File: config.mk
export PLATFORM = sky130hd
export DESIGN_NAME = swer_div
export DESIGN_NICKNAME = d
export VERILOG_FILES = /design/src/rtl/core/swer_pkg.sv /design/src/rtl/core/swer_div.sv
export SDC_FILE = /design/constraint.sdc
export NUM_CORES = 1
export LEC_CHECK = 0
export ABC_AREA = 1
export BUFFER_PORTS_ARGS = -buffer_cell sky130_fd_sc_hd__buf_2
export CORE_ASPECT_RATIO = 0.6
export CORE_MARGIN = 5
export CORE_UTILIZATION = 35
export CTS_BUF_LIST = sky130_fd_sc_hd__clkbuf_4 sky130_fd_sc_hd__clkbuf_8
export DETAILED_ROUTE_END_ITERATION = 16
export SYNTH_ARGS = -nofsm -noshare
export SYNTH_HDL_FRONTEND = slang
export SYNTH_SLANG_ARGS = --single-unit
export TNS_END_PERCENT = 5
File: constraint.sdc
create_clock -name clk -period 4.8 [get_ports clk]
set_input_delay 0.72 -clock clk [delete_from_list [all_inputs] [get_ports clk]]
set_output_delay 0.72 -clock clk [all_outputs]
set_load 0.005 [all_outputs]
File: src/rtl/core/swer_pkg.sv
// ----------------------------------------------------------------------------
// swer_pkg: shared types and constants of the sliding window event rate core
// Widths, microcode encoding and the control program of the sequencer.
// ----------------------------------------------------------------------------
`default_nettype none

package swer_pkg;

    localparam int RING_DEPTH = 256;
    localparam int TS_W       = 40;
    localparam int WIN_W      = 16;
    localparam int RATE_W     = 18;
    localparam int ADDR_W     = (RING_DEPTH > 1) ? $clog2(RING_DEPTH) : 1;
    localparam int LIVE_W     = $clog2(RING_DEPTH + 1);
    localparam int NUM_W      = LIVE_W + 10;
    localparam int CNT_W      = $clog2(NUM_W + 1);
    localparam int DEN_W      = WIN_W;
    localparam int CMP_W      = (NUM_W > RATE_W) ? NUM_W : RATE_W;

    localparam int STARTUP_MS = 250;
    localparam int MS_PER_S   = 1000;
    localparam int WIN_RESET  = 1000;
    localparam int RATE_MAX   = (2 ** RATE_W) - 1;

    typedef enum logic [2:0] {
        STEP_ACCEPT   = 3'd0,
        STEP_WRITE    = 3'd1,
        STEP_SEEK     = 3'd2,
        STEP_CHECK    = 3'd3,
        STEP_DIV_LOAD = 3'd4,
        STEP_DIV_RUN  = 3'd5,
        STEP_EMIT     = 3'd6,
        STEP_RETURN   = 3'd7
    } step_t;

    typedef enum logic [2:0] {
        OP_NONE     = 3'd0,
        OP_ACCEPT   = 3'd1,
        OP_WRITE    = 3'd2,
        OP_READ     = 3'd3,
        OP_CHECK    = 3'd4,
        OP_DIV_LOAD = 3'd5,
        OP_DIV_STEP = 3'd6,
        OP_EMIT     = 3'd7
    } op_t;

    typedef enum logic [2:0] {
        C_NEXT      = 3'd0,
        C_ALWAYS    = 3'd1,
        C_NO_IN     = 3'd2,
        C_WALK_DONE = 3'd3,
        C_OLDER     = 3'd4,
        C_DIV_BUSY  = 3'd5,
        C_OUT_FULL  = 3'd6
    } cond_t;

    typedef struct packed {
        op_t   op;
        cond_t cond;
        step_t target;
    } uword_t;

    typedef struct packed {
        logic load;
        logic step;
    } div_ctrl_t;

    // Control program. A word jumps to its target when its condition holds
    // and otherwise falls through to the next step.
    function automatic uword_t ucode_rom(input step_t s);
        uword_t w;
        case (s)
            STEP_ACCEPT:   w = '{op: OP_ACCEPT,   cond: C_NO_IN,     target: STEP_ACCEPT};
            STEP_WRITE:    w = '{op: OP_WRITE,    cond: C_NEXT,      target: STEP_SEEK};
            STEP_SEEK:     w = '{op: OP_READ,     cond: C_WALK_DONE, target: STEP_DIV_LOAD};
            STEP_CHECK:    w = '{op: OP_CHECK,    cond: C_OLDER,     target: STEP_SEEK};
            STEP_DIV_LOAD: w = '{op: OP_DIV_LOAD, cond: C_NEXT,      target: STEP_DIV_RUN};
            STEP_DIV_RUN:  w = '{op: OP_DIV_STEP, cond: C_DIV_BUSY,  target: STEP_DIV_RUN};
            STEP_EMIT:     w = '{op: OP_EMIT,     cond: C_OUT_FULL,  target: STEP_EMIT};
            STEP_RETURN:   w = '{op: OP_NONE,     cond: C_ALWAYS,    target: STEP_ACCEPT};
            default:       w = '{op: OP_NONE,     cond: C_ALWAYS,    target: STEP_ACCEPT};
        endcase
        return w;
    endfunction

endpackage

`default_nettype wire

File: src/rtl/core/swer_div.sv
// ----------------------------------------------------------------------------
// swer_div: restoring divider, one quotient bit per cycle while stepped
// Loads numerator and divisor, then develops the quotient MSB first.
// ----------------------------------------------------------------------------
`default_nettype none

module swer_div (
    input  wire                          clk,
    input  wire                          rst_n,
    input  wire swer_pkg::div_ctrl_t     ctrl,
    input  wire [swer_pkg::NUM_W-1:0]    numer,
    input  wire [swer_pkg::DEN_W-1:0]    denom,
    output logic [swer_pkg::NUM_W-1:0]   quot,
    output logic                         busy
);
    import swer_pkg::*;

    logic [CNT_W-1:0] cnt_reg, cnt_next;
    logic [NUM_W-1:0] quot_reg, quot_next;
    logic [DEN_W-1:0] rem_reg, rem_next;
    logic [DEN_W-1:0] den_reg, den_next;
    logic [DEN_W:0]   rem_sh;
    logic [DEN_W:0]   diff;

    always_comb
    begin
        rem_sh    = {rem_reg, quot_reg[NUM_W-1]};
        diff      = rem_sh - {1'b0, den_reg};
        cnt_next  = cnt_reg;
        quot_next = quot_reg;
        rem_next  = rem_reg;
        den_next  = den_reg;
        if (ctrl.load)
        begin
            cnt_next  = CNT_W'(NUM_W);
            quot_next = numer;
            rem_next  = '0;
            den_next  = denom;
        end
        else if (ctrl.step && (cnt_reg != '0))
        begin
            cnt_next = cnt_reg - 1'b1;
            if (rem_sh >= {1'b0, den_reg})
            begin
                rem_next  = diff[DEN_W-1:0];
                quot_next = {quot_reg[NUM_W-2:0], 1'b1};
            end
            else
            begin
                rem_next  = rem_sh[DEN_W-1:0];
                quot_next = {quot_reg[NUM_W-2:0], 1'b0};
            end
        end
    end

    always_ff @(posedge clk or negedge rst_n)
    begin
        if (!rst_n)
        begin
            cnt_reg <= '0;
        end
        else
        begin
            cnt_reg <= cnt_next;
        end
    end

    always_ff @(posedge clk)
    begin
        quot_reg <= quot_next;
        rem_reg  <= rem_next;
        den_reg  <= den_next;
    end

    assign quot = quot_reg;
    assign busy = (cnt_reg != '0);

endmodule

`default_nettype wire

Yosys cells after proc, flatten, opt, wreduce, memory -nomap -nowiden

Index checks and enable logic that the tools add are counted.

Reductions and logical operators: 3
Multiplexer cells: 6
$add $sub $neg: 2
Order comparisons: 1

Operators with widths:

| kind                  | number |
|---|---|
| $mux W19              | 2 |
| $ge A17 B16 Y1        | 1 |
| $mux W16              | 1 |
| $sub A16 B16 Y16      | 1 |
| $mux W5               | 2 |
| $reduce_bool A5 Y1    | 1 |
| $sub A5 B1 Y5 const B | 1 |
| $reduce_bool A2 Y1    | 1 |
| $logic_and A1 B1 Y1   | 1 |
| $mux W1               | 1 |

Output and inout port bits: 20
Register bits: 56
Input bits: 39
Logic and storage cells: 16

Logic depth before layout (Yosys ltp)

Gate-level depths: netlist of the first run.

Depth after elaboration: 4
Mapped depth: 14
Mapped depth without buffers: 14

Worst setup path after synthesis of the first run

Ideal clock, no wire load.

Path kind: input -> register
Start point: in ctrl[0] in the netlist's numbering
End point: reg quot_reg[0] (netlist: quot[0]), enable pin
Setup time: 378 ps
Data required time: 4,422 ps
Data arrival time: 1,434 ps
Buffers on the path: 0
Setup slack: 2,987 ps
Cell stages on the path: 4
Path through: nand2_1 > inv_1 > nor2_1 > inv_1

Word-level cells in the longest chain between the ends: 2

Ends and longest elaborated chain:

| item                         | RTL line       | source |
|---|---|---|
| from (decl)                  | swer_div.sv:10 | `input wire swer_pkg::div_ctrl_t ctrl,` |
| $logic_and A1 B1 Y1          | swer_div.sv:40 | `else if (ctrl.step && (cnt_reg != '0))` |
| $reduce_bool A2 Y1 (no line) | -              |  |
| to (signal assigned)         | swer_div.sv:70 | `quot_reg <= quot_next;` |
| to (decl)                    | swer_div.sv:19 | `logic [NUM_W-1:0] quot_reg, quot_next;` |

Every way passes these cells.
A chain may end at the register's enable or synchronous reset.

Worst setup path after layout of the first run

Start point: reg cnt_reg[0]
End point: reg quot_reg[18] (netlist: quot[18]), enable pin

Word-level cells in the longest chain between the ends: 3

Ends and longest elaborated chain:

| item                         | RTL line       | source |
|---|---|---|
| from (decl)                  | swer_div.sv:18 | `logic [CNT_W-1:0] cnt_reg, cnt_next;` |
| from (signal assigned)       | swer_div.sv:64 | `cnt_reg <= cnt_next;` |
| $reduce_bool A5 Y1           | swer_div.sv:40 |  |
| $logic_and A1 B1 Y1          | swer_div.sv:40 |  |
| $reduce_bool A2 Y1 (no line) | -              |  |

Every way passes these cells.

==> key figures, run 1 <==
Run status
  • Status: finished, final reports clean

Floorplanning
  • Die area: roughly 12,000 um^2
  • Rows: 28
  • Initial Util: about a third
  • Die X: between 100 and 150 um
  • Die Height: between 80 and 90 um
  • CORE AREA: 9700 um^2
  • IO Pins: 59

CTS
  • CTS Sinks: 56
  • CTS Buf Count: 5
  • Hold_buf cts: 0
  • Clock Latency Late Sink: ~0.32 ns
  • Clock transition at the registers of the reported paths: roughly 0.10 ns
  • Postcts setup bufs: 0
  • CTS Root Cell: clkbuf_8
  • CTS H-tree lvls: 2
  • Resize count post-CTS: 0
  • Clock buffer depth: 2
  • CTS tree: yes

Logic synthesis
  • Top FF cell, synth: edfxtp_1
  • Netlist cell types: 35
  • Seq/Total Area, Yosys: 43.6%
  • Synth Cell Area: 3430 um^2
  • Post-synth EDFFs: 35
  • #FFs+latches synth: 56
  • YS warnings: 0
  • Async S/R FF share, synth: under 10%
  • Mapped Cells: approximately 450
  • Syn Nets: between 500 and 600
  • Avg Cell Area, Syn: 7.58 um^2

Detailed routing
  • Metal2 WL: roughly 3300 um
  • WL met3: just over 600 um
  • Top sig layer: met4
  • Post-route ant nets: 0
  • Initial drt markers: around 250
  • WL/cell: about 13 um
  • Vias per cell: around 4.6
  • Detailed Route WL: approximately 8300 um
  • Pre-antenna DRT Iters: 5
  • Total number of vias: 2,947
  • Met1 WL: about 4300 um
  • DRC violation count after routing: 0

Cells and area
  • Design Area, Final: about 3900 um^2
  • Most frequent cells in the layout: nand2_1, inv_1, buf_2
  • Number of flip-flops in the largest register: 19
  • Area grow syn2layout: 14.5%
  • Fillers: roughly 1,000
  • Ant. Diodes: 0
  • Fin util: a little over 40%
  • Fraction of layout cells with a size suffix above 1: 16.9%
  • # nets final: between 500 and 600
  • Commonest non-fill, non-tap cell in the layout: nand2_1

Setup path
  • Most numerous cell on the critical path: inv_1
  • Arr. time, crit path: about 2.7 ns
  • Setup CP Type: flop to flop
  • CP endpoint kind: flop
  • CP max stage delay: 0.70 ns
  • Crit path launch type: flop
  • WP buf/inv: 3
  • Worst Path Max Fanout: 26
  • Critical path's top delay family: buffers and inverters
  • CP max stage cell: inv_1
  • Worst Path Required: between 4 and 5 ns
  • CP Cell Sequence: inv_1 > ha_1 > nand3_1 > nand2_1 > inv_1 > nor2_1 > inv_1

Place
  • Buffers on Ports: between 50 and 60
  • DP Area: ~3800 um^2
  • Placer Congestion: between 0.9 and 1
  • DP Wirelength: between 6000 and 7000 um

STA
  • Final min period: 2.81 ns
  • Worst Tran Pin Value: 0.967 ns
  • Fin Clk Skew: between 0.015 and 0.02 ns
  • Max-slew violation count: 0
  • RSZ-0062 raised after global routing: no
  • Hold Fails Final Rpt: 0
  • Peak Freq: between 300 and 400 MHz
  • Total negative slack: 0 ns
  • Setup violations, final: 0
  • Tcrit/Tclk final: 58.5%
  • Relative slew slack: 35.5%

Hold path
  • Hold Crit Class: input pin to asynchronous set/reset pin

Job
  • Max_cap viols: 0

Global routing
  • Largest net degree at the start of global routing: 39
  • Gr ovfl total: 0
  • Total track usage: between 10% and 20%
  • First-pass GRT wire length: approximately 13,000 um
  • Initial antenna violation count: 0
  • Vias in the first global route: around 2,800

Pwr
  • Max VDD drop: between 0.00015 and 0.0002 V
  • LEAKAGE: just over 0.002 uW
  • Pwr per Cell Area: 298 nW/um^2
  • Final Total Pwr: 1170 uW
[layer usage]
layer	global-route usage, %	up-vias
met5	0	-
met2	19.7	64
met4	1.61	0
li1	-	1539
met1	22.8	1340
met3	4.18	4
[path summary, 6_finish.rpt]
check / start / endpoint / slack [ns] / cells after the start
worst max-delay path: cnt_reg[0] / quot[18] / 1.99 / 7
worst min-delay path: rst_n / cnt_reg[3] / 0.19 / 1
worst max register to register: cnt_reg[0] / quot[18] / 1.99 / 7
worst min register to register: rem_reg[9] / rem_reg[9] / 0.48 / 2
max in group asynchronous: rst_n / cnt_reg[4] / 4.49 / 1
min in group clk: rem_reg[9] / rem_reg[9] / 0.48 / 2
[final cells by class]
cell class | count | area [um^2] | area share [%]
well taps | 135 | 169 | 4.30
repair buffers | 58 | 290 | 7.40
inverters | 75 | 282 | 7.17
flip-flops and latches | 56 | 1500 | 38.1
clock inverters | 2 | 16.3 | 0.414
clock buffers | 6 | 76.3 | 1.94
multi-input cells | 312 | 1600 | 40.6
[report_power, final]
| group | leakage (uW) | switching (uW) | internal, uW |
|---|---|---|---|
| registers | 0.000541 | 22.6 | 559 |
| clock network | 0.0000452 | 166 | 111 |
| logic | 0.00149 | 197 | 114 |
| total | 0.00207 | 385 | 785 |
[through the flow]
step | setup slack (ns) | hold slack (ns) | cells
floorplan | 2.99 | 0.424 | 452
global placement | 1.84 | 0.462 | 636
detailed placement | 1.79 | 0.462 | 636
CTS | 1.99 | 0.182 | 644
global route | 1.68 | 0.175 | 644
finish | 1.99 | 0.189 | 644
[Yosys cell counts (all sizes together) (2+ instances only)]
cell type / number / area share (%)
o21ai: 12 / 1.9
buf: 6 / 1.3
nor3: 4 / 0.58
nor2: 23 / 3.1
dfrtp: 5 / 3.6
xor2: 2 / 0.51
dfxtp: 16 / 9.3
nand4: 5 / 0.91
nand3: 42 / 6.7
clkbuf: 3 / 0.33
edfxtp: 35 / 31
nand3b: 7 / 1.5
a21oi: 12 / 2.0
xnor2: 4 / 1.0
inv: 75 / 8.2
ha: 18 / 6.6
nand2: 177 / 20
[kinds of logic after synthesis]
logic type	Yosys count	share of synthesized area, %
and+or+nand+nor	258	33.0
DFF	56	43.6
buffers and inverters	84	9.82
AOI/OAI and AO/OA	29	4.89
adders and majority gates	19	7.15
xor gates and xnor gates	6	1.53
No activity file was read; power rests on OpenSTA's default activity.
==> inputs of run 2 (changes only) <==
==> constraint.sdc (replaced) <==
create_clock -name clk -period 2.8 [get_ports clk]
set_input_delay 0.42 -clock clk [delete_from_list [all_inputs] [get_ports clk]]
set_output_delay 0.42 -clock clk [all_outputs]
set_load 0.005 [all_outputs]
==> run 2 against run 1 <==
  * Wire length rose by 4.0%
  * Combinational power rose by 77%
  * Critical path depth rose by 4
  * Register-to-register slack got worse by 1.4 ns
  * Setup slack got worse by 1.4 ns
  * Sequential cell count did not move
  * Hold slack improved by 0.074 ns
  * Clock power rose by 72%
  * Final area rose by 1.5%
  * Sequential power rose by 71%
  * Maximum frequency rose by 29%
==> key figures, run 2 (synthesis results as in run 1) <==
Run status
  • Status: finished, final reports clean (unchanged)

Detailed routing
  • WL/cell: 13.2 um (was 12.9 um)
  • Post-route ant nets: 0 (unchanged)
  • DRC violation count after routing: 0 (unchanged)
  • Vias per cell: 4.59 (was 4.58)
  • Initial drt markers: 257 (was 253)
  • Pre-antenna DRT Iters: 5 (unchanged)
  • Detailed Route WL: 8620 um (was 8290 um)
  • Total number of vias: 2,988 (was 2,947)

Cells and area
  • Ant. Diodes: 0 (unchanged)
  • Most frequent cells in the layout: nand2_1, inv_1, buf_2 (unchanged)
  • Number of flip-flops in the largest register: 19 (unchanged)
  • # nets final: 573 (was 566)
  • Commonest non-fill, non-tap cell in the layout: nand2_1 (unchanged)
  • Fraction of layout cells with a size suffix above 1: 17.8% (was 16.9%)
  • Area grow syn2layout: 16.2% (was 14.5%)

Setup path
  • Worst Path Required: 3.04 ns (was 4.68 ns)
  • Setup CP Type: flop to flop (unchanged)
  • Arr. time, crit path: 2.41 ns (was 2.69 ns)
  • CP endpoint kind: flop (unchanged)
  • Crit path launch type: flop (unchanged)
  • Worst Path Max Fanout: 4 (was 26)

Hold path
  • Hold Crit Class: input pin to flop (was input pin to asynchronous set/reset pin)

Pwr
  • Switching power: 679 uW (was 385 uW)
  • P_int: 1350 uW (was 785 uW)
  • Max VDD drop: 0.000226 V (was 0.000197 V)
  • Pwr per Cell Area: 509 nW/um^2 (was 298 nW/um^2)
  • Final Total Pwr: 2030 uW (was 1170 uW)
  • Sequential share of power: 49.2% (was 49.7%)
  • LEAKAGE: 0.00211 uW (was 0.00207 uW)
  • Clk pwr share: 23.5% (was 23.7%)
  • Combinational share of power: 27.2% (was 26.6%)
  • Sw frac: 33.5% (was 32.9%)

Place
  • DP Wirelength: 6580 um (was 6610 um)
  • Placer Congestion: 0.980 (was 0.911)
  • Buffers on Ports: 58 (unchanged)

STA
  • Fin Clk Skew: 0.00962 ns (was 0.0177 ns)
  • RSZ-0062 raised after global routing: no (unchanged)
  • Worst Tran Pin Value: 0.670 ns (was 0.967 ns)
  • Tcrit/Tclk final: 77.6% (was 58.5%)
  • Final min period: 2.17 ns (was 2.81 ns)
  • Relative slew slack: 55.3% (was 35.5%)
  • Setup violations, final: 0 (unchanged)
  • Peak Freq: 460 MHz (was 356 MHz)
  • Max-slew violation count: 0 (unchanged)
  • Hold Fails Final Rpt: 0 (unchanged)
  • Total negative slack: 0 ns (unchanged)

CTS
  • CTS Buf Count: 5 (unchanged)
  • CTS Root Cell: clkbuf_8 (unchanged)
  • Clock Latency Late Sink: 0.32 ns (about the same)
  • CTS Sinks: 56 (unchanged)
  • CTS tree: yes (unchanged)
  • Resize count post-CTS: 0 (unchanged)
  • Clock buffer depth: 2 (unchanged)
  • Clock transition at the registers of the reported paths: 0.11 ns (was 0.10 ns)
  • CTS H-tree lvls: 2 (unchanged)

Global routing
  • First-pass GRT wire length: 14,000 um (was 13,400 um)
  • Gr ovfl total: 0 (unchanged)
  • Initial antenna violation count: 0 (unchanged)
  • Total track usage: 15.1% (was 14.4%)
  • Vias in the first global route: 2,761 (was 2,766)
  • Largest net degree at the start of global routing: 38 (was 39)

Floorplanning
  • IO Pins: 59 (unchanged)
  • CORE AREA: 9700 um^2 (unchanged)
  • Die X: 138 um (unchanged)
  • Rows: 28 (unchanged)
  • Die area: 11,900 um^2 (unchanged)
  • Die Height: 86.7 um (unchanged)
  • Initial Util: 35.3% (unchanged)

Job
  • Max_cap viols: 0 (unchanged)
==> run 2: routing by layer <==
metal,track usage [%],wire length (um)
met4,2.78,47
met2,19.1,3230
met1,25.0,4770
met3,4.06,585
met5,0,0
==> run 2: path summary, 6_finish.rpt <==
| path | from | endpoint | slack (ns) | depth (start not counted) |
|---|---|---|---|---|
| setup / recovery | quot[18] | rem_reg[14] | 0.63 | 11 |
| hold / removal | denom[13] | den_reg[13] | 0.26 | 1 |
| setup reg to reg | quot[18] | rem_reg[14] | 0.63 | 11 |
| hold reg to reg | rem_reg[5] | rem_reg[5] | 0.47 | 2 |
| max in group asynchronous | rst_n | cnt_reg[4] | 2.25 | 2 |
| min in group asynchronous | rst_n | cnt_reg[0] | 0.42 | 2 |
==> run 2: final cells by class <==
| cell class | instances | area (um^2) |
|---|---|---|
| fill | 1018 | 5720 |
| tap | 135 | 169 |
| timing repair buffer | 65 | 345 |
| inverter | 75 | 282 |
| multi-input combinational | 312 | 1600 |
| clock inverter | 3 | 27.5 |
| clock buffer | 5 | 68.8 |
| sequential | 56 | 1500 |
==> run 2: per-stage QoR <==
stage          setup WS (ns)  instance area (um^2)  std cells  hold WS [ns]  utilization, %
2_1_floorplan          0.991                  3430        452         0.124               -
5_1_grt                0.441                  3980        651         0.240            41.1
3_3_place_gp           0.656                  3880        642         0.243            40.0
6_report               0.626                  3980        651         0.263            41.1
3_5_place_dp           0.645                  3880        642         0.239            40.0
4_1_cts                0.632                  3980        651         0.249            41.1
==> run 2: what timing repair did <==
action	in CTS	in global routing
buffers inserted	0	0
hold endpoints to repair	5	0
hold buffers	1	0
==> run 2: critical path, stage by stage, from the launching register on <==
cell      delay, ns
edfxtp_1       0.39
inv_1          0.07
ha_1           0.23
fa_1           0.43
nor2_1         0.12
nor2_1         0.11
o21ai_1        0.28
nand2_1        0.15
nand3_1        0.13
nand3_2        0.07
nand2_1        0.07
nand2_1        0.04
==> run 2: power groups by stage <==
| stage | clock network, uW | logic [uW] | registers, uW |
|---|---|---|---|
| 2_1_floorplan | 0 | 384 | 1010 |
| 3_3_place_gp | 0 | 537 | 1020 |
| 3_5_place_dp | 0 | 543 | 1020 |
| 4_1_cts | 497 | 548 | 999 |
| 5_1_grt | 535 | 628 | 1010 |
| 6_report | 477 | 552 | 998 |
==> inputs of run 3 (changes only) <==
==> constraint.sdc (replaced) <==
create_clock -name clk -period 1.7 [get_ports clk]
set_input_delay 0.255 -clock clk [delete_from_list [all_inputs] [get_ports clk]]
set_output_delay 0.255 -clock clk [all_outputs]
set_load 0.005 [all_outputs]
==> run 3 against run 2 <==
  * The run now ends with setup timing left
  * Final area grew 22%
  * Register-to-register slack worse by 0.83 ns
  * Maximum frequency increased by 14%
==> key figures, run 3 (synthesis results as in run 1) <==
Job
  • Max_cap viols: 0 (unchanged)

Detailed routing
  • Pre-antenna DRT Iters: 4 (was 5)
  • Total number of vias: 3,302 (was 2,988)
  • WL/cell: 13.7 um (was 13.2 um)
  • Detailed Route WL: 9840 um (was 8620 um)
  • Initial drt markers: 212 (was 257)
  • Metal2 WL: 3890 um (was 3230 um)
  • Top sig layer: met4 (unchanged)
  • WL met3: 482 um (was 585 um)
  • DRC violation count after routing: 0 (unchanged)
  • Post-route ant nets: 0 (unchanged)
  • Met1 WL: 5390 um (was 4770 um)
  • Vias per cell: 4.59 (about the same)

STA
  • Relative slew slack: 80.6% (was 55.3%)
  • Hold Fails Final Rpt: 0 (unchanged)
  • Worst Tran Pin Value: 0.292 ns (was 0.670 ns)
  • Fin Clk Skew: 0.00921 ns (was 0.00962 ns)
  • Tcrit/Tclk final: 112% (was 77.6%)
  • Setup violations, final: 17 (was 0)
  • Max-slew violation count: 0 (unchanged)
  • Setup ws final: -0.200 ns (was 0.626 ns)
  • Peak Freq: 526 MHz (was 460 MHz)
  • Final min period: 1.90 ns (was 2.17 ns)
  • RSZ-0062 raised after global routing: yes (was no)

Setup path
  • FF-to-FF End: rem_reg[14] (unchanged)
  • WP buf/inv: 0 (was 1)
  • Worst Path Required: 1.93 ns (was 3.04 ns)
  • CP max stage cell: edfxtp_1 (was fa_1)
  • Crit path launch type: flop (unchanged)
  • CP max stage delay: 0.46 ns (was 0.43 ns)
  • Worst R2R Path Depth: 10 (was 11)
  • Setup CP Type: flop to flop (unchanged)
  • Worst Path Max Fanout: 4 (unchanged)
  • CP Cell Sequence: ha_2 > fa_2 > nor2_2 > nor2_2 > o21ai_2 > nand2_2 > nand3_2 > nand3_2 > nand2_1 > nand2_1 (was inv_1 > ha_1 > fa_1 > nor2_1 > nor2_1 > o21ai_1 > nand2_1 > nand3_1 > nand3_2 > nand2_1 > nand2_1)
  • Crit Reg-Reg Startpoint: den_reg[0] (was quot[18])
  • WP depth: 10 (was 11)
  • Arr. time, crit path: 2.13 ns (was 2.41 ns)
  • Worst R2R Setup Slack: -0.20 ns (was 0.63 ns)
  • CP endpoint kind: flop (unchanged)
  • Critical path's top delay family: adder cells (was simple AND/OR/NAND/NOR gates)

Floorplanning
  • Die Height: 86.7 um (unchanged)
  • CORE AREA: 9700 um^2 (unchanged)
  • IO Pins: 59 (unchanged)
  • Initial Util: 35.3% (unchanged)
  • Die X: 138 um (unchanged)
  • Die area: 11,900 um^2 (unchanged)
  • Rows: 28 (unchanged)

CTS
  • CTS tree: yes (unchanged)
  • Clock transition at the registers of the reported paths: 0.11 ns (about the same)
  • Clock buffer depth: 2 (unchanged)
  • CTS Buf Count: 5 (unchanged)
  • CTS Root Cell: clkbuf_8 (unchanged)
  • CTS Sinks: 56 (unchanged)
  • Clock Latency Late Sink: 0.32 ns (about the same)
  • CTS H-tree lvls: 2 (unchanged)

Pwr
  • Combinational share of power: 35.7% (was 27.2%)
  • Clk pwr share: 20.7% (was 23.5%)
  • Switching power: 1270 uW (was 679 uW)
  • Max VDD drop: 0.000368 V (was 0.000226 V)
  • Pwr per Cell Area: 780 nW/um^2 (was 509 nW/um^2)
  • Sw frac: 33.6% (was 33.5%)
  • Final Total Pwr: 3790 uW (was 2030 uW)
  • Sequential share of power: 43.6% (was 49.2%)
  • LEAKAGE: 0.00245 uW (was 0.00211 uW)
  • P_int: 2510 uW (was 1350 uW)

Cells and area
  • Number of flip-flops in the largest register: 19 (unchanged)
  • # nets final: 641 (was 573)
  • Area grow syn2layout: 41.7% (was 16.2%)
  • Commonest non-fill, non-tap cell in the layout: nand2_1 (unchanged)
  • Most frequent cells in the layout: nand2_1, buf_4, inv_1 (was nand2_1, inv_1, buf_2)
  • Ant. Diodes: 0 (unchanged)
  • Fin util: 50.1% (was 41.1%)
  • Fraction of layout cells with a size suffix above 1: 35.6% (was 17.8%)

Hold path
  • Hold path cells: 1 (unchanged)
  • Worst hold start: denom[10] (was denom[13])
  • Hold EP: den_reg[10] (was den_reg[13])
  • Hold Crit Class: input pin to flop (unchanged)

Global routing
  • Vias in the first global route: 3,038 (was 2,761)
  • Total track usage: 16.5% (was 15.1%)
  • Initial antenna violation count: 0 (unchanged)
  • Gr ovfl total: 0 (unchanged)
  • First-pass GRT wire length: 15,300 um (was 14,000 um)
  • Largest net degree at the start of global routing: 26 (was 38)

Run status
  • Failing checks: setup timing
  • Status: complete, but fails checks (was finished, final reports clean)

Place
  • Placer Congestion: 0.923 (was 0.980)
  • DP Wirelength: 7430 um (was 6580 um)
  • Buffers on Ports: 58 (unchanged)
[run 3: metal layers]
layer,up-vias,track usage (%)
li1,1693,-
met1,1512,27.6
met2,87,21.2
met3,10,3.36
met4,0,3.32
met5,-,0
[run 3: how the worst max path moves through the flow]
stage                from           to  slack, ns
2_1_floorplan  den_reg[6]      quot[0]      -0.01
3_5_place_dp   den_reg[8]   rem_reg[2]      -0.32
6_report       den_reg[0]  rem_reg[14]      -0.20
5_1_grt        den_reg[0]   rem_reg[6]      -0.31
3_3_place_gp   den_reg[8]  rem_reg[12]      -0.31
4_1_cts        den_reg[0]  rem_reg[14]      -0.19
[run 3: power groups by stage]
stage          clock network, uW  registers (uW)  logic, uW
2_1_floorplan                  0            1660        644
3_3_place_gp                   0            1670       1130
3_5_place_dp                   0            1670       1150
4_1_cts                      820            1650       1260
5_1_grt                      878            1670       1480
6_report                     783            1650       1350
[run 3: area by class of cell]
class                   count  area [um^2]
clock inverters             3         22.5
inverters                  75          285
flip-flops and latches     56         1500
fillers                   955         4850
clock buffers               5         68.8
multi-input cells         313         1900
repair buffers            132          911
well taps                 135          169
[run 3: per-stage QoR]
| stage | setup TNS (ns) | cells | area (um^2) | setup WS [ns] | hold slack, ns |
|---|---|---|---|---|---|
| 2_1_floorplan | -0.0300 | 452 | 3460 | -0.0141 | -0.0406 |
| 3_3_place_gp | -4.30 | 702 | 4380 | -0.305 | 0.0750 |
| 3_5_place_dp | -5.10 | 702 | 4380 | -0.324 | 0.0753 |
| 4_1_cts | -2.64 | 716 | 4710 | -0.186 | 0.0838 |
| 5_1_grt | -4.32 | 719 | 4860 | -0.306 | 0.0692 |
| 6_report | -2.59 | 719 | 4860 | -0.200 | 0.0962 |
[run 3: what timing repair did]
action / 4_1_cts / 5_1_grt
pin swaps: 7 / 12
endpoints found under the hold margin: 5 / 0
gates cloned: 0 / 1
endpoints found under the setup margin: 17 / 36
hold buffers: 1 / 0
gates resized for setup: 25 / 23
buffers inserted: 5 / 2
